### src/sv/utf8v_pkg.sv
`default_nettype none

package utf8v_pkg;

   // Width of the reported line number on the result port
   localparam int ERROR_LINE_WIDTH = 24;

   typedef logic [1:0] status_type;

   localparam status_type STATUS_OK  = 2'd0;
   localparam status_type STATUS_BOM = 2'd1;
   localparam status_type STATUS_BAD = 2'd2;

   typedef struct packed {
      status_type                  status;
      logic [ERROR_LINE_WIDTH-1:0] error_line;
      logic [7:0]                  bad_value;
   } verdict_type;

endpackage

`default_nettype wire

### src/sv/utf8v_scan.sv
`default_nettype none

// Per-byte UTF-8 checker: holds the stream state, updates it once per
// request and forms the verdict on the final byte.
module utf8v_scan #(
   parameter int LINE_WIDTH = 24
) (
   input  wire logic                  clock,
   input  wire logic                  reset,
   input  wire logic                  fire,
   input  wire logic [7:0]            data_byte,
   input  wire logic                  end_of_stream,
   output utf8v_pkg::verdict_type     verdict,
   output logic                       verdict_valid
);

   typedef enum logic [1:0] {
      MODE_SCANNING,
      MODE_STOPPED,
      MODE_ERROR
   } mode_type;

   localparam logic [1:0] PREFIX_LAST = 2'd2;
   localparam logic [1:0] PREFIX_DONE = 2'd3;

   localparam logic [7:0] BOM_0      = 8'hEF;
   localparam logic [7:0] BOM_1      = 8'hBB;
   localparam logic [7:0] BOM_2      = 8'hBF;
   localparam logic [7:0] NEWLINE    = 8'h0A;
   localparam logic [7:0] MASK_3     = 8'hE0;
   localparam logic [7:0] MASK_4     = 8'hF0;
   localparam logic [7:0] MASK_5     = 8'hF8;
   localparam logic [7:0] MASK_2     = 8'hC0;
   localparam logic [7:0] MASK_7     = 8'hFE;
   localparam logic [7:0] LEAD_2     = 8'hC0;
   localparam logic [7:0] LEAD_3     = 8'hE0;
   localparam logic [7:0] LEAD_4     = 8'hF0;
   localparam logic [7:0] LEAD_MAX   = 8'hF4;
   localparam logic [7:0] LEAD_ED    = 8'hED;
   localparam logic [7:0] LEAD_EF    = 8'hEF;
   localparam logic [7:0] CONT_TAG   = 8'h80;
   localparam logic [7:0] SURR_TAG   = 8'hA0;
   localparam logic [7:0] CONT_TOP   = 8'hBF;
   localparam logic [7:0] NONCHAR    = 8'hBE;
   localparam logic [7:0] F4_LIMIT   = 8'h8F;

   localparam logic [LINE_WIDTH-1:0] LINE_ONE = LINE_WIDTH'(1);

   logic [LINE_WIDTH-1:0] line_count_ff, line_count_in;
   logic [LINE_WIDTH-1:0] lead_line_ff, lead_line_in;
   logic [LINE_WIDTH-1:0] err_line_ff, err_line_in;
   logic [7:0]            lead_value_ff, lead_value_in;
   logic [7:0]            second_value_ff, second_value_in;
   logic [7:0]            err_value_ff, err_value_in;
   logic [1:0]            pending_ff, pending_in;
   logic [1:0]            prefix_pos_ff, prefix_pos_in;
   logic                  bom_seen_ff, bom_seen_in;
   mode_type              mode_ff, mode_in;

   logic [7:0]                             bom_expect;
   logic [2:0]                             seq_len;
   logic [2:0]                             cont_pos;
   logic                                   cont_bad;
   logic [utf8v_pkg::ERROR_LINE_WIDTH-1:0] err_line_sat;
   logic                                   verdict_eos;

   always_comb begin
      case (prefix_pos_ff)
         2'd0:    bom_expect = BOM_0;
         2'd1:    bom_expect = BOM_1;
         default: bom_expect = BOM_2;
      endcase
      if ((lead_value_ff & MASK_3) == LEAD_2) begin
         seq_len = 3'd2;
      end else if ((lead_value_ff & MASK_4) == LEAD_3) begin
         seq_len = 3'd3;
      end else begin
         seq_len = 3'd4;
      end
      cont_pos = seq_len - {1'b0, pending_ff};
   end

   always_comb begin
      line_count_in   = line_count_ff;
      lead_line_in    = lead_line_ff;
      err_line_in     = err_line_ff;
      lead_value_in   = lead_value_ff;
      second_value_in = second_value_ff;
      err_value_in    = err_value_ff;
      pending_in      = pending_ff;
      prefix_pos_in   = prefix_pos_ff;
      bom_seen_in     = bom_seen_ff;
      mode_in         = mode_ff;
      cont_bad        = 1'b0;

      // byte-order mark match on the first three bytes
      if (prefix_pos_ff != PREFIX_DONE) begin
         if (data_byte == bom_expect) begin
            if (prefix_pos_ff == PREFIX_LAST) bom_seen_in = 1'b1;
            prefix_pos_in = prefix_pos_ff + 2'd1;
         end else begin
            prefix_pos_in = PREFIX_DONE;
         end
      end

      if (mode_ff == MODE_SCANNING) begin
         if (pending_ff == 2'd0) begin
            lead_value_in = data_byte;
            lead_line_in  = line_count_ff;
            if (data_byte == 8'd0) begin
               mode_in = MODE_STOPPED;
            end else if (!data_byte[7]) begin
               if (data_byte == NEWLINE && !(&line_count_ff))
                  line_count_in = line_count_ff + LINE_ONE;
            end else if ((data_byte & MASK_3) == LEAD_2) begin
               if ((data_byte & MASK_7) == LEAD_2) begin
                  mode_in      = MODE_ERROR;
                  err_line_in  = line_count_ff;
                  err_value_in = data_byte;
               end else begin
                  pending_in = 2'd1;
               end
            end else if ((data_byte & MASK_4) == LEAD_3) begin
               pending_in = 2'd2;
            end else if ((data_byte & MASK_5) == LEAD_4 && data_byte <= LEAD_MAX) begin
               pending_in = 2'd3;
            end else begin
               // stray continuation, F5..FF
               mode_in      = MODE_ERROR;
               err_line_in  = line_count_ff;
               err_value_in = data_byte;
            end
         end else begin
            cont_bad = (data_byte & MASK_2) != CONT_TAG;
            if (cont_pos == 3'd1) begin
               if (lead_value_ff == LEAD_3 && (data_byte & MASK_3) == CONT_TAG)
                  cont_bad = 1'b1;
               if (lead_value_ff == LEAD_ED && (data_byte & MASK_3) == SURR_TAG)
                  cont_bad = 1'b1;
               if (lead_value_ff == LEAD_4 && (data_byte & MASK_4) == CONT_TAG)
                  cont_bad = 1'b1;
               if (lead_value_ff == LEAD_MAX && data_byte > F4_LIMIT)
                  cont_bad = 1'b1;
               second_value_in = data_byte;
            end else if (cont_pos == 3'd2 && seq_len == 3'd3) begin
               if (lead_value_ff == LEAD_EF && second_value_ff == CONT_TOP &&
                   (data_byte & MASK_7) == NONCHAR)
                  cont_bad = 1'b1;
            end
            if (cont_bad) begin
               mode_in      = MODE_ERROR;
               err_line_in  = lead_line_ff;
               err_value_in = lead_value_ff;
               pending_in   = 2'd0;
            end else begin
               pending_in = pending_ff - 2'd1;
            end
         end
      end

      // stream ends inside a sequence
      if (end_of_stream && mode_in == MODE_SCANNING && pending_in != 2'd0) begin
         mode_in      = MODE_ERROR;
         err_line_in  = lead_line_in;
         err_value_in = lead_value_in;
         pending_in   = 2'd0;
      end
   end

   generate
      if (LINE_WIDTH > utf8v_pkg::ERROR_LINE_WIDTH) begin : g_sat
         assign err_line_sat =
            (|err_line_in[LINE_WIDTH-1:utf8v_pkg::ERROR_LINE_WIDTH]) ?
            '1 : err_line_in[utf8v_pkg::ERROR_LINE_WIDTH-1:0];
      end else begin : g_ext
         assign err_line_sat = utf8v_pkg::ERROR_LINE_WIDTH'(err_line_in);
      end
   endgenerate

   always_comb begin
      if (bom_seen_in) begin
         verdict.status     = utf8v_pkg::STATUS_BOM;
         verdict.error_line = '0;
         verdict.bad_value  = '0;
      end else if (mode_in == MODE_ERROR) begin
         verdict.status     = utf8v_pkg::STATUS_BAD;
         verdict.error_line = err_line_sat;
         verdict.bad_value  = err_value_in;
      end else begin
         verdict.status     = utf8v_pkg::STATUS_OK;
         verdict.error_line = '0;
         verdict.bad_value  = '0;
      end
   end

   assign verdict_eos   = fire && end_of_stream;
   assign verdict_valid = verdict_eos;

   always_ff @(posedge clock) begin
      if (reset || verdict_eos) begin
         line_count_ff   <= LINE_ONE;
         lead_line_ff    <= '0;
         err_line_ff     <= '0;
         lead_value_ff   <= '0;
         second_value_ff <= '0;
         err_value_ff    <= '0;
         pending_ff      <= '0;
         prefix_pos_ff   <= '0;
         bom_seen_ff     <= 1'b0;
         mode_ff         <= MODE_SCANNING;
      end else if (fire) begin
         line_count_ff   <= line_count_in;
         lead_line_ff    <= lead_line_in;
         err_line_ff     <= err_line_in;
         lead_value_ff   <= lead_value_in;
         second_value_ff <= second_value_in;
         err_value_ff    <= err_value_in;
         pending_ff      <= pending_in;
         prefix_pos_ff   <= prefix_pos_in;
         bom_seen_ff     <= bom_seen_in;
         mode_ff         <= mode_in;
      end
   end

endmodule

`default_nettype wire

### src/sv/utf8v_out_stage.sv
`default_nettype none

// Result register: holds one verdict until the consumer takes it.
module utf8v_out_stage (
   input  wire logic                   clock,
   input  wire logic                   reset,
   input  wire logic                   load,
   input  wire utf8v_pkg::verdict_type verdict,
   input  wire logic                   rsp_stall,
   output logic                        rsp_valid,
   output utf8v_pkg::verdict_type      verdict_out,
   output logic                        free
);

   logic                   valid_ff;
   utf8v_pkg::verdict_type verdict_ff;

   assign free        = !valid_ff || !rsp_stall;
   assign rsp_valid   = valid_ff;
   assign verdict_out = verdict_ff;

   always_ff @(posedge clock) begin
      if (reset) begin
         valid_ff <= 1'b0;
      end else if (free) begin
         valid_ff <= load;
      end
   end

   always_ff @(posedge clock) begin
      if (free && load) begin
         verdict_ff <= verdict;
      end
   end

endmodule

`default_nettype wire

### src/sv/utf8_stream_validator_unit.sv
`default_nettype none

// A request is registered in the input register at acceptance; its verdict
//   (final byte only) is loaded into the result register as the byte advances.
// Throughput: one byte per cycle, set by the combinational check between the input
//   register and the result register; a stalled result holds the input stage.
// Reset: synchronous, active high; clears both stages and the stream state.

module utf8_stream_validator_unit #(
   parameter int LINE_WIDTH = 24
) (
   input  wire logic                                 clock,
   input  wire logic                                 reset,
   // request channel: one stream byte per request
   input  wire logic                                 req_valid,
   output logic                                      req_stall,
   input  wire logic [7:0]                           req_data_byte,
   input  wire logic                                 req_end_of_stream,
   // result channel: one verdict per stream
   output logic                                      rsp_valid,
   input  wire logic                                 rsp_stall,
   output utf8v_pkg::status_type                     rsp_status,
   output logic [utf8v_pkg::ERROR_LINE_WIDTH-1:0]    rsp_error_line,
   output logic [7:0]                                rsp_bad_value
);

   // Input register
   logic       in_valid_ff;
   logic [7:0] in_byte_ff;
   logic       in_eos_ff;

   logic                   advance;
   logic                   out_free;
   logic                   verdict_valid;
   utf8v_pkg::verdict_type verdict;
   utf8v_pkg::verdict_type verdict_q;

   // A byte moves on unless it carries a verdict and the result register
   // is still occupied by an untaken one.
   assign advance   = in_valid_ff && (!in_eos_ff || out_free);
   assign req_stall = in_valid_ff && !advance;

   always_ff @(posedge clock) begin
      if (reset) begin
         in_valid_ff <= 1'b0;
      end else if (!req_stall) begin
         in_valid_ff <= req_valid;
      end
   end

   always_ff @(posedge clock) begin
      if (!req_stall && req_valid) begin
         in_byte_ff <= req_data_byte;
         in_eos_ff  <= req_end_of_stream;
      end
   end

   utf8v_scan #(
      .LINE_WIDTH (LINE_WIDTH)
   ) u_scan (
      .clock         (clock),
      .reset         (reset),
      .fire          (advance),
      .data_byte     (in_byte_ff),
      .end_of_stream (in_eos_ff),
      .verdict       (verdict),
      .verdict_valid (verdict_valid)
   );

   utf8v_out_stage u_out (
      .clock       (clock),
      .reset       (reset),
      .load        (verdict_valid),
      .verdict     (verdict),
      .rsp_stall   (rsp_stall),
      .rsp_valid   (rsp_valid),
      .verdict_out (verdict_q),
      .free        (out_free)
   );

   assign rsp_status     = verdict_q.status;
   assign rsp_error_line = verdict_q.error_line;
   assign rsp_bad_value  = verdict_q.bad_value;

   // A stall toward the producer only ever comes from a held byte.
   a_stall_has_byte : assert property (@(posedge clock) disable iff (reset)
      req_stall |-> in_valid_ff && in_eos_ff)
      else $error("request stall without a held final byte");

   // A verdict is only handed over on a final byte that found room.
   a_verdict_on_eos : assert property (@(posedge clock) disable iff (reset)
      verdict_valid |-> advance && in_eos_ff && out_free)
      else $error("verdict produced off the final byte");

   // Clean or mark verdicts carry no error detail.
   a_clean_detail : assert property (@(posedge clock) disable iff (reset)
      rsp_valid && (rsp_status == utf8v_pkg::STATUS_OK ||
                    rsp_status == utf8v_pkg::STATUS_BOM)
      |-> rsp_error_line == '0 && rsp_bad_value == '0)
      else $error("error detail on a clean verdict");

   // A bad lead byte is never ASCII and always has a line of one or more.
   a_bad_detail : assert property (@(posedge clock) disable iff (reset)
      rsp_valid && rsp_status == utf8v_pkg::STATUS_BAD
      |-> rsp_bad_value[7] && rsp_error_line != '0)
      else $error("implausible error detail");

   // A verdict taken by the consumer leaves the result register empty
   // unless a new final byte was passed on in the same cycle.
   a_result_drains : assert property (@(posedge clock) disable iff (reset)
      rsp_valid && !rsp_stall && !verdict_valid |=> !rsp_valid)
      else $error("result register did not drain");

endmodule

`default_nettype wire

### config.mk
export PLATFORM = sky130hd
export DESIGN_NAME = utf8_stream_validator_unit
export DESIGN_NICKNAME = d
export VERILOG_FILES = /design/src/sv/utf8v_pkg.sv /design/src/sv/utf8v_scan.sv /design/src/sv/utf8v_out_stage.sv /design/src/sv/utf8_stream_validator_unit.sv
export SDC_FILE = /design/constraint.sdc
export NUM_CORES = 1
export LEC_CHECK = 0
export BUFFER_PORTS_ARGS = -buffer_cell sky130_fd_sc_hd__buf_2
export CAP_MARGIN = 30
export CORE_MARGIN = 4
export CORE_UTILIZATION = 50
export CTS_CLUSTER_DIAMETER = 120
export DETAILED_ROUTE_END_ITERATION = 12
export PLACE_DENSITY = 0.68
export SLEW_MARGIN = 20
export SYNTH_ARGS = -nofsm -noshare
export SYNTH_HDL_FRONTEND = slang
export SYNTH_SLANG_ARGS = --single-unit
### constraint.sdc
create_clock -name clock -period 3.84 [get_ports clock]
set_input_delay 0.768 -clock clock [delete_from_list [all_inputs] [get_ports clock]]
set_output_delay 0.768 -clock clock [all_outputs]
set_load 0.03 [all_outputs]
### Word-level counts from Yosys, hierarchy flattened

Index checks and enable logic that the tools add are counted.

* $add $sub $neg: 4
* $lt $le $gt $ge: 2
* equal/unequal tests: 26
* mux-type cells: 61
* bitwise logic cells: 4
* reductions and logical operators: 36

Operators with widths (number)
* $mux 24: 12
* $mux 8: 12
* $eq 8x8->1 const B: 6
* $mux 2: 21
* $mux 34: 1
* $add 24x1->24 const B: 1
* $reduce_and 24->1: 1
* $logic_and 1x1->1: 16
* $eq 7x7->1 const B: 2
* $pmux 7 s2: 1
* $eq 3x3->1 const B: 4
* $eq 4x4->1 const B: 3
* $mux 1: 12
* $eq 8x4->1 const B: 1
* $eq 8x8->1: 1
* $gt 8x8->1 const B: 1
* $le 8x8->1 const B: 1
* $logic_not 2->1: 4
* $logic_not 8->1: 1
* $eq 3x2->1 const B: 2
* $logic_not 1->1: 6
* $mux 3: 2
* $reduce_and 6->1: 1
* $eq 5x5->1 const B: 1
* other kinds (13): 20

* register bits after elaboration: 148
* output and inout bits: 36

### Logic depth before layout (Yosys ltp)

Gate-level depths: netlist of run 1.

* word-level depth: 20
* depth in mapped cells: 14

### Cells and area by module

A second synthesis of run 1 with hierarchy kept.

* cells, all modules: 910
* area total of the unflattened synthesis: 7613.6 um^2

Modules (own cells, without submodules)
* utf8v_scan: instances 1, cells each 854, area an instance 6213.5 um^2
* utf8v_out_stage: instances 1, cells each 39, area an instance 1059.8 um^2
* utf8_stream_validator_unit: instances 1, cells each 17, area an instance 340.3 um^2

### Worst setup path after synthesis of run 1

No wires, ideal clock.

* path kind: reg-to-reg
* start point: register u_scan.lead_value_ff[7]
* end point: register u_out.verdict_ff, in the netlist u_out.verdict_out[12] (data pin)
* arrival: 2.992 ns
* required time: 3.565 ns
* path slack: 0.573 ns
* cell stages (with the launch flop): 15
* period minus slack after synthesis: 3.267 ns
* cells stage by stage: dfxtp_1 nand3_1 or2_2 ha_1 fa_1 nand4b_1 nor2_1 nand4b_1 a22o_1 buf_2 nor3_4 nor2_1 clkbuf_1 a211oi_1 a211oi_1

* word-level cells in the longest chain between the ends: 20
* elaborated cells on any way between the ends: 47
* those cells by class: 1 x add/sub; 11 x eq/ne; 22 x mux; 1 x bitwise; 12 x reduce/logical

RTL lines
* start: declaration: line utf8v_scan.sv:52 `logic [7:0] lead_value_ff, lead_value_in;`
* start signal: assignment: line utf8v_scan.sv:215 `lead_value_ff <= lead_value_in;`
* $eq 4x4->1: line utf8v_scan.sv:75 `end else if ((lead_value_ff & MASK_4) == LEAD_3) begin`
* $mux 3: line utf8v_scan.sv:75
* $mux 3: line utf8v_scan.sv:73 `if ((lead_value_ff & MASK_3) == LEAD_2) begin`
* $sub 3x2->3: line utf8v_scan.sv:80 `cont_pos = seq_len - {1'b0, pending_ff};`
* $eq 3x2->1: line utf8v_scan.sv:145 `end else if (cont_pos == 3'd2 && seq_len == 3'd3) begin`
* $logic_and 1x1->1: line utf8v_scan.sv:145
* $mux 1: line utf8v_scan.sv:145
* $mux 1 *: line utf8v_scan.sv:135 `if (cont_pos == 3'd1) begin`
* (+3 left out)
* $mux 2: line utf8v_scan.sv:107 `if (pending_ff == 2'd0) begin`
* $mux 2: line utf8v_scan.sv:106 `if (mode_ff == MODE_SCANNING) begin`
* $logic_not 2->1: line utf8v_scan.sv:162 `if (end_of_stream && mode_in == MODE_SCANNING && pending_in != 2'd0) begin`
* $logic_and 1x1->1 (2 in series): line utf8v_scan.sv:162
* $mux 2: line utf8v_scan.sv:162
* $eq 2x2->1: line utf8v_scan.sv:185 `end else if (mode_in == MODE_ERROR) begin`
* $not 1->1 (no line)
* $reduce_or 2->1 (no line)
* end signal: assignment: line utf8v_out_stage.sv:32 `verdict_ff <= verdict;`
* end: declaration: line utf8v_out_stage.sv:16 `utf8v_pkg::verdict_type verdict_ff;`

Every way passes the cells marked *; elsewhere a longest branch is shown, timed or not. The select of a mux whose other input is x is not followed.
A chain may end at the register's enable or synchronous reset.

### Final worst setup path of run 1

* start point: register u_scan.lead_value_ff[7]
* end point: register u_out.verdict_ff, in the netlist u_out.verdict_out[2] (data pin)

The elaborated chain is that of the path after synthesis.

==> results of run 1 <==
-- logic make-up after synthesis --
kind of cell               count (synthesis)
DFF                                      148
adders and majority gates                  9
xor gates and xnor gates                  26
buffers and inverters                     83
muxes                                     25
AOI/OAI and AO/OA                        219
and+or+nand+nor                          344
-- flip-flops by register name, indices dropped and copies added, names as in the netlist --
| name | cells |
|---|---|
| u_out.verdict_out | 34 |
| u_scan.err_line_ff | 24 |
| u_scan.lead_line_ff | 24 |
| u_scan.line_count_ff | 24 |
| in_byte_ff | 8 |
| u_scan.err_value_ff | 8 |
| u_scan.lead_value_ff | 8 |
| u_scan.second_value_ff | 8 |
| u_scan.mode_ff | 2 |
| u_scan.pending_ff | 2 |
| u_scan.prefix_pos_ff | 2 |
| in_eos_ff | 1 |
| in_valid_ff | 1 |
| u_out.rsp_valid | 1 |
| u_scan.bom_seen_ff | 1 |
-- layout by cell type, fill, tap and decap left out, drive strengths merged, types with 15 or more instances in the layout --
cell type / synthesis / routed
clkbuf: 47 / 20
a211oi: 29 / 29
nand3: 44 / 44
dfxtp: 105 / 105
mux2i: 19 / 19
nand2: 170 / 170
xor2: 16 / 16
a22o: 15 / 15
a31oi: 17 / 17
inv: 17 / 21
o21ai: 32 / 32
a21oi: 55 / 55
nor2: 55 / 55
edfxtp: 43 / 43
buf: 19 / 86
-- through the flow --
step / hold slack (ns) / setup TNS (ns)
after CTS: 0.459 / 0
after detailed placement: 0.450 / -0.00605
after floorplan: 0.433 / 0
after global placement: 0.442 / 0
final: 0.459 / 0
after global routing: 0.485 / 0
-- power breakdown --
part           switching (W)  internal, W
combinational       0.000286     0.000132
sequential         0.0000338      0.00165
clock               0.000682     0.000974
-- worst paths after layout --
check / from / depth (start not counted) / endpoint
setup / recovery: u_scan.lead_value_ff[7] / 14 / u_out.verdict_out[2]
hold / removal: u_scan.err_line_ff[0] / 2 / u_scan.err_line_ff[0]
setup reg to reg: u_scan.lead_value_ff[7] / 14 / u_out.verdict_out[2]
hold reg to reg: u_scan.err_line_ff[0] / 2 / u_scan.err_line_ff[0]
-- cell type report --
cell class / count / share of cell area (%)
clock inverter: 12 / 1.39
sequential: 148 / 39.7
multi-input combinational: 623 / 43.7
clock buffer: 20 / 5.59
timing repair buffer: 86 / 6.19
inverter: 17 / 0.775
tap: 184 / 2.69
-- synthesized netlist by cell type (6+ instances only) --
master	number	area share (%)
o221ai_1	6	0.71
a31oi_1	17	1.4
buf_2	14	0.94
nand3_1	44	3.0
xor2_1	16	1.9
a22oi_1	8	0.81
nand2_1	170	8.6
xnor2_1	10	1.2
dfxtp_1	105	28
a21oi_1	54	3.6
clkbuf_1	46	2.3
edfxtp_1	43	17
nor3_1	10	0.67
o22ai_1	10	0.84
o21ai_0	30	2.0
mux2_2	6	0.91
o41ai_1	8	0.94
nor2_1	55	2.8
mux2i_1	19	2.6
a22o_1	15	1.8
a211oi_1	29	2.9
and3_1	12	1.0
nand2b_1	10	0.84
ha_1	8	1.3
nand4_1	6	0.50
inv_1	16	0.81
a311oi_1	8	0.94
-- tightest hold or removal path: cells and delay by family, from the launching register on --
kind	cells	cell delay, ns
simple gates	2	0.10
flops	1	0.31
-- routing by layer --
metal  track usage (%)  vias to the layer above
li1                  -                     3168
met1              34.3                     3267
met2              40.6                      311
met3              5.61                       51
met4              9.54                        0
met5                 0                        -
-- timing repair --
item | CTS | global route
pin swaps | 0 | 1
gates resized for setup | 1 | 8
endpoints found under the setup margin | 1 | 11
buffers inserted | 0 | 1
hold buffers | 0 | 0
==> impl_metrics.csv, run 1 <==
group,metric,value,unit
drt,top_layer,"met4",
synthesis,synth_area_per_cell,8.71,um2
worst_setup_path,worstSetupPathType,"reg -> reg",
place,dpl-instance-area,7920,um2
global_route,grt_pass1_wl,33.6,mm
synthesis,synth_top_family_by_area,"simple AND/OR/NAND/NOR gates",
drt,avgRoutedWirePerCell,19.5,um
cts,ctsRootBufferMaster,"clkbuf_16",
synthesis,yosys.area_share.xor_xnor,3.06,%
cts,clock_path_buffers,2,
layout,instances_no_fill,1090,
layout,ff_latch_area,3390,um2
worst_setup_path,crit_family,"simple AND/OR/NAND/NOR gates",
synthesis,synth-seq-cells,148,
synthesis,yosys.area_share.simple,21.1,%
power_and_ir_drop,p_leak,2.96,nW
cts,cts_tree,"done",
power_and_ir_drop,power.density,439,nW/um2
sta,clock_skew,0.00941,ns
cts,cts_made_buffers,17,
synthesis,synth_compound_area_share,20.4,%
die,core_area,14500,um2
layout,drive_above_1_share,16.8,%
cts,clkTransAtPathRegs,0.06,ns
drt,via_per_inst,6.24,
drt,firstDrtPassIters,6,
synthesis,synthCells,854,
place,hpwl,14.5,mm
worst_setup_path,crit_fanout,14,
die,io_pins,49,
global_route,antenna_found_initial,0,
global_route,overflow,0,
sta,post-route-period-util,94.1,%
drt,wirelength,21.2,mm
die,fp.dieW,130,um
drt,routed-wl-met3,1.71,mm
die,die_height,130,um
synthesis,dominantRegCellSynth,"dfxtp_1",
synthesis,yosysWarningCount,0,
power_and_ir_drop,ir_drop,384,uV
worst_setup_path,critPathBufInv,2,
cts,cts.htree.levels,4,
min_path,hold_class,"reg -> reg",
sta,fmax,277,MHz
cts,clock-sinks,148,
worst_setup_path,path_cells,"nand3_1, or2_2, ha_1, fa_1, nand4b_1, nor2_1, nand4b_1, a22o_1, nor3_4, buf_4, nor2_2, buf_4, and3_1, a211oi_1",
sta,hold_violations,0,
global_route,first_global_vias,6495,
worst_setup_path,cp.arrival,3.83,ns
die,initial_core_util,51.2,%
layout,fillerInstances,1299,
job,maxCapViolations,0,
layout,layout.nets,915,
synthesis,yosysSeqAreaShare,45.6,%
place,place.port_buffers,48,
sta,rsz0062_at_grt,"false",
power_and_ir_drop,finalPower,0.00376,W
die,die-area,16900,um2
place,gp_congestion,0.940,
sta,tightest_slew,0.819,ns
sta,maxSlewViolCount,0,
place,dp_cells,1057,
sta,finalWorstSetupSlack,0.227,ns
status,status,"completed",
global_route,grtUsageTotal,25.5,%
synthesis,syn_nets,876,
worst_setup_path,worst_setup_path_end_kind,"flop",
drt,drtIter0Drc,788,
layout,diodes,0,
die,rows,44,
layout,area_growth_syn_to_layout,15.1,%
synthesis,async_flop_share,0,%
worst_setup_path,reg2reg_slack,0.23,ns
drt,ant_nets,0,
drt,vias,6797,
drt,met1_length,9.04,mm
worst_setup_path,crit_path_start_kind,"flop",
sta,setup_viol,0,
worst_setup_path,slowest_delay,0.43,ns
worst_setup_path,cp_slowest_cell,"fa_1",
drt,drc,0,
global_route,grt_max_degree,68,
layout,fin_util,58.9,%
synthesis,synthAdderAreaFrac,1.62,%
drt,met2WireLength,9.97,mm
sta,maxSlewHeadroom,45.3,%
sta,post-route-min-period,3.61,ns
layout,final_area,8560,um2
synthesis,synth.distinct_cells,68,
cts,clk_latency,0.43,ns
place,pre_cts_slack,-0.00605,ns
synthesis,synth_mux_area_share,3.47,%
worst_setup_path,required,4.05,ns
synthesis,synth_edf_count,43,
layout,multi_input_area,3740,um2
synthesis,netlist_area,7430,um2
No activity file was read; power rests on OpenSTA's default activity.
==> run 2: changes to the inputs <==
- RECOVER_POWER: unset -> 25
==> run 2 against run 1 <==
Compared with the run above:
- the flow now finishes with violations (max-capacitance violations, max-slew violations)
- critical endpoint unchanged
- final cell count did not move
- highest routed layer unchanged
- via count is 0.22% lower
- first-iteration DRC count fell by 0.51%
- clock power about the same
- flip-flop and latch count unchanged
- sequential power about the same
- core utilization decreased by 0.13 points
- worst setup slack got worse by 0.0041 ns
==> impl_metrics.csv, run 2 (same netlist as run 1, synthesis figures left out) <==
group,metric,value,unit
status,status,"complete, but fails checks",
status,violations,"max-capacitance violations, max-slew violations",
drt,firstDrtPassIters,6,
place,pre_cts_slack,-0.00605,ns
drt,ant_nets,0,
place,dpl-instance-area,7920,um2
place,place.port_buffers,48,
drt,wirelength,21.2,mm
cts,clk_latency,0.43,ns
drt,drc,0,
layout,diodes,0,
sta,maxSlewViolCount,36,
place,hpwl,14.5,mm
die,io_pins,49,
worst_setup_path,worstSetupPathType,"reg -> reg",
sta,rsz0062_at_grt,"false",
power_and_ir_drop,p_leak,2.93,nW
drt,avgRoutedWirePerCell,19.5,um
power_and_ir_drop,ir_drop,384,uV
power_and_ir_drop,finalPower,0.00375,W
layout,layout.nets,915,
drt,via_per_inst,6.22,
cts,clock-sinks,148,
die,rows,44,
layout,final_area,8540,um2
die,core_area,14500,um2
sta,fmax,276,MHz
drt,vias,6782,
layout,layout_common_cells,"nand2_1 (170), dfxtp_1 (104), a21oi_1 (54), nor2_1 (52), nand3_1 (44)",
die,die_height,130,um
sta,maxSlewHeadroom,-47.1,%
global_route,overflow,0,
cts,cts_made_buffers,17,
cts,clock_path_buffers,2,
layout,final_common_cell,"nand2_1",
die,initial_core_util,51.2,%
sta,post-route-min-period,3.62,ns
job,maxCapViolations,1,
global_route,grt_pass1_wl,33.6,mm
layout,drive_above_1_share,15.3,%
global_route,grt_max_degree,68,
sta,setup_viol,0,
global_route,antenna_found_initial,0,
worst_setup_path,crit_fanout,14,
worst_setup_path,crit_path_start_kind,"flop",
cts,clkTransAtPathRegs,0.06,ns
sta,finalWorstSetupSlack,0.223,ns
sta,tightest_slew,2.21,ns
layout,area_growth_syn_to_layout,14.8,%
cts,cts_tree,"done",
worst_setup_path,required,4.05,ns
cts,ctsRootBufferMaster,"clkbuf_16",
global_route,grtUsageTotal,25.5,%
layout,fillerInstances,1309,
sta,post-route-period-util,94.2,%
place,gp_congestion,0.940,
cts,ctsHoldBuffers,0,
die,fp.dieW,130,um
sta,clock_skew,0.0103,ns
power_and_ir_drop,power.density,439,nW/um2
sta,setup-tns-final,0,ns
global_route,first_global_vias,6495,
worst_setup_path,cp.arrival,3.83,ns
worst_setup_path,worst_setup_path_end_kind,"flop",
sta,hold_violations,0,
die,die-area,16900,um2
layout,largest_reg_flops,34,
layout,fin_util,58.7,%
cts,cts.htree.levels,4,
min_path,hold_class,"reg -> reg",
drt,drtIter0Drc,784,
==> run 2: what timing repair did <==
| action | in CTS | in global routing |
|---|---|---|
| buffers inserted | 0 | 1 |
| cloned | 0 | 0 |
| pin swaps | 0 | 1 |
| endpoints found under the setup margin | 1 | 11 |
| resized for setup | 1 | 8 |
==> run 2: path summary, 6_finish.rpt <==
| check | start | endpoint | slack, ns | depth (start not counted) |
|---|---|---|---|---|
| setup / recovery | u_scan.lead_value_ff[7] | u_out.verdict_out[2] | 0.22 | 14 |
| setup reg to reg | u_scan.lead_value_ff[7] | u_out.verdict_out[2] | 0.22 | 14 |
| hold / removal | u_scan.err_line_ff[0] | u_scan.err_line_ff[0] | 0.46 | 2 |
| hold reg to reg | u_scan.err_line_ff[0] | u_scan.err_line_ff[0] | 0.46 | 2 |
==> run 2: metrics by stage <==
| stage | hold slack (ns) | cells |
|---|---|---|
| after detailed placement | 0.450 | 1057 |
| final | 0.458 | 1090 |
| after global placement | 0.442 | 1057 |
| after global routing | 0.485 | 1090 |
| after floorplan | 0.433 | 854 |
| after CTS | 0.459 | 1089 |
==> run 2: layout make-up <==
cell class,count,area (um2),area share (%)
Multi-Input combinational cell,623,3740,43.8
Sequential cell,148,3390,39.8
Inverter,17,66.3,0.777
Timing Repair Buffer,86,510,5.98
Clock buffer,20,478,5.60
Clock inverter,12,119,1.39
Tap cell,184,230,2.70
==> run 2: report_power, final <==
group	switching (W)	leakage [nW]	internal (W)	total (W)
Sequential	0.0000339	1.24	0.00165	0.00168
Combinational	0.000285	1.40	0.000130	0.000416
Clock	0.000680	0.285	0.000974	0.00165
Total	0.000999	2.93	0.00275	0.00375
==> run 2: worst max-delay path: stages, from the launching register on <==
cell	delay [ns]
dfxtp_2	0.39
nand3_1	0.16
or2_2	0.30
ha_1	0.19
fa_1	0.43
nand4b_1	0.18
nor2_1	0.10
nand4b_1	0.14
a22o_1	0.25
nor3_4	0.32
buf_4	0.23
nor2_2	0.06
buf_4	0.18
and3_1	0.16
a211oi_1	0.31
==> run 2: metal layers <==
layer | global-route usage, % | share of wire [%] | vias up
met2 | 40.6 | 47 | 300
met5 | 0 | 0 | -
met3 | 5.61 | 7.9 | 54
li1 | - | - | 3170
met1 | 34.3 | 43 | 3258
met4 | 9.54 | 2.6 | 0
==> run 3: changes to the inputs <==
- CORE_UTILIZATION: 50 -> 60
- PLACE_DENSITY: 0.68 -> 0.79
==> run 3 against run 2 <==
Compared with the run above:
- the flow still finishes with violations (max-capacitance violations, max-slew violations)
- fmax up 2.7%
- combinational power about the same
- critical path type unchanged
- register-to-register slack better by 0.09 ns
- power down 4.5%
- flip-flop and latch count unchanged
- count of clock-buffer cells in the layout unchanged
- sequential power about the same
- critical endpoint is now u_out.verdict_out[31]
- global-route usage up 4.8 points
- routed wire length down 1.2%
- largest power group unchanged
==> impl_metrics.csv, run 3 (same netlist as run 1, synthesis figures left out) <==
group,metric,value,unit
status,status,"complete, but fails checks",
status,violations,"max-capacitance violations, max-slew violations",
cts,cts.htree.levels,4,
worst_setup_path,worstSetupPathType,"reg -> reg",
layout,area_growth_syn_to_layout,13.6,%
die,io_pins,49,
global_route,antenna_found_initial,1,
sta,post-route-min-period,3.52,ns
cts,ctsRootBufferMaster,"clkbuf_16",
sta,setup_viol,0,
die,rows,40,
die,die-area,14200,um2
worst_setup_path,required,4.01,ns
layout,final_area,8450,um2
worst_setup_path,cp.arrival,3.70,ns
worst_setup_path,crit_start,"u_scan.lead_value_ff[6]",
sta,finalWorstSetupSlack,0.317,ns
sta,post-route-period-util,91.8,%
worst_setup_path,path_cells,"nand3_1, or2_2, ha_1, fa_1, nor2b_2, nor3_1, a22o_2, nor3_4, buf_12, nor2_2, buf_4, buf_4, nand3_1, o211a_1",
global_route,first_global_vias,6663,
worst_setup_path,rr_endpoint,"u_out.verdict_out[31]",
layout,fin_util,70.1,%
worst_setup_path,crit_fanout,19,
power_and_ir_drop,swShare,27.3,%
place,place.port_buffers,48,
cts,clock-sinks,148,
min_path,hold_class,"reg -> reg",
layout,drive_above_1_share,15.5,%
drt,drc,0,
power_and_ir_drop,p_int,0.00261,W
sta,rsz0062_at_grt,"false",
sta,tightest_slew,2.13,ns
power_and_ir_drop,p_leak,2.92,nW
die,core_area,12100,um2
sta,hold_violations,0,
worst_setup_path,rr_worst_depth,14,
worst_setup_path,reg2reg_slack,0.32,ns
global_route,overflow,0,
layout,largest_reg_flops,34,
die,initial_core_util,61.6,%
worst_setup_path,worst_setup_path_end_kind,"flop",
drt,via_per_inst,6.34,
power_and_ir_drop,power.density,424,nW/um2
worst_setup_path,reg2reg_from,"u_scan.lead_value_ff[6]",
job,maxCapViolations,1,
worst_setup_path,crit_family,"simple AND/OR/NAND/NOR gates",
place,pre_cts_slack,-0.0197,ns
sta,maxSlewHeadroom,-42.1,%
drt,drtIter0Drc,822,
global_route,grt_max_degree,68,
worst_setup_path,path_depth,14,
sta,clock_skew,0.00963,ns
worst_setup_path,critPathBufInv,3,
drt,vias,6785,
global_route,grt_pass1_wl,34.2,mm
layout,ff_latch_area,3390,um2
layout,final_common_cell,"nand2_1",
place,hpwl,14.3,mm
drt,wirelength,21.0,mm
cts,clkTransAtPathRegs,0.06,ns
die,die_height,119,um
drt,firstDrtPassIters,6,
worst_setup_path,crit_path_end,"u_out.verdict_out[31]",
layout,layout.nets,912,
power_and_ir_drop,ir_drop,299,uV
worst_setup_path,cp_slowest_cell,"fa_1",
sta,fmax,284,MHz
layout,layout_common_cells,"nand2_1 (170), dfxtp_1 (105), a21oi_1 (54), nor2_1 (52), buf_2 (46)",
cts,cts_made_buffers,17,
place,gp_congestion,0.954,
power_and_ir_drop,p_switching,0.000978,W
power_and_ir_drop,p_seq_share,47.1,%
layout,diodes,0,
cts,clk_latency,0.43,ns
drt,avgRoutedWirePerCell,19.6,um
worst_setup_path,crit_path_start_kind,"flop",
drt,ant_nets,0,
cts,cts_tree,"done",
worst_setup_path,slowest_delay,0.44,ns
die,fp.dieW,119,um
layout,multi_input_area,3730,um2
global_route,grtUsageTotal,30.3,%
power_and_ir_drop,pwr-share-clk,41.3,%
sta,maxSlewViolCount,36,
power_and_ir_drop,share_comb_of_total_power,11.5,%
place,dpl-instance-area,7860,um2
layout,fillerInstances,959,
cts,clock_path_buffers,2,
-- run 3: cell count changes in the layout (fill, tap and decap cells not counted), moves of 2 or more --
cell	before	now
buf_4	36	31
nor2b_1	5	3
clkbuf_1	13	6
nor2b_2	0	2
clkbuf_8	2	0
clkinv_2	1	4
buf_12	0	2
o21ai_1	2	0
buf_2	36	46
a211oi_2	5	0
a211oi_1	24	29
-- run 3: power by group through the flow --
stage / sequential (W) / combinational, W / clock [W]
floorplan: 0.00173 / 0.000264 / 0
global placement: 0.00172 / 0.000392 / 0
detailed placement: 0.00172 / 0.000399 / 0
CTS: 0.00169 / 0.000401 / 0.00149
global route: 0.00169 / 0.000447 / 0.00156
finish: 0.00169 / 0.000413 / 0.00148
-- run 3: timing repair --
item                       4_1_cts  5_1_grt
setup endpoints to repair       11       50
buffers inserted                 0        3
pin swaps                        0        3
hold buffers                     0        0
resized for setup                2        6
-- run 3: worst min path at each step --
stage	startpoint	endpoint	slack, ns	cells past startpoint
6_report	u_scan.err_line_ff[16]	u_scan.err_line_ff[16]	0.46	2
5_1_grt	u_scan.err_line_ff[15]	u_scan.err_line_ff[15]	0.47	2
4_1_cts	u_scan.err_line_ff[23]	u_scan.err_line_ff[23]	0.46	2
3_3_place_gp	u_scan.err_line_ff[23]	u_scan.err_line_ff[23]	0.44	2
2_1_floorplan	u_scan.err_line_ff[23]	u_scan.err_line_ff[23]	0.43	2
3_5_place_dp	u_scan.err_line_ff[23]	u_scan.err_line_ff[23]	0.45	2
-- run 3: metal layers --
metal / GRT usage, % / wire (um) / vias up
li1: - / - / 3173
met1: 42.0 / 8920 / 3204
met3: 7.08 / 2110 / 49
met5: 0 / 13 / -
met2: 46.0 / 9490 / 357
met4: 12.0 / 416 / 2
-- run 3: stage by stage --
| stage | cells | hold slack [ns] | TNS (ns) | total power [W] |
|---|---|---|---|---|
| floorplan | 854 | 0.433 | 0 | 0.00199 |
| CTS | 1068 | 0.461 | 0 | 0.00358 |
| finish | 1071 | 0.461 | 0 | 0.00358 |
| global route | 1071 | 0.470 | 0 | 0.00370 |
| global placement | 1035 | 0.441 | 0 | 0.00211 |
| detailed placement | 1036 | 0.452 | -0.0197 | 0.00212 |
-- run 3: worst min-delay path: cells and delay by family, from the launching register on --
| family | cells | cell delay (ns) |
|---|---|---|
| and+or+nand+nor | 2 | 0.10 |
| DFF | 1 | 0.31 |
-- run 3: layout make-up --
| type | instances | share of cell area, % |
|---|---|---|
| clock inverters | 12 | 0.977 |
| clock buffers | 20 | 5.17 |
| well taps | 168 | 2.49 |
| flip-flops and latches | 148 | 40.2 |
| inverters | 17 | 0.785 |
| multi-input cells | 623 | 44.2 |
| repair buffers | 83 | 6.26 |
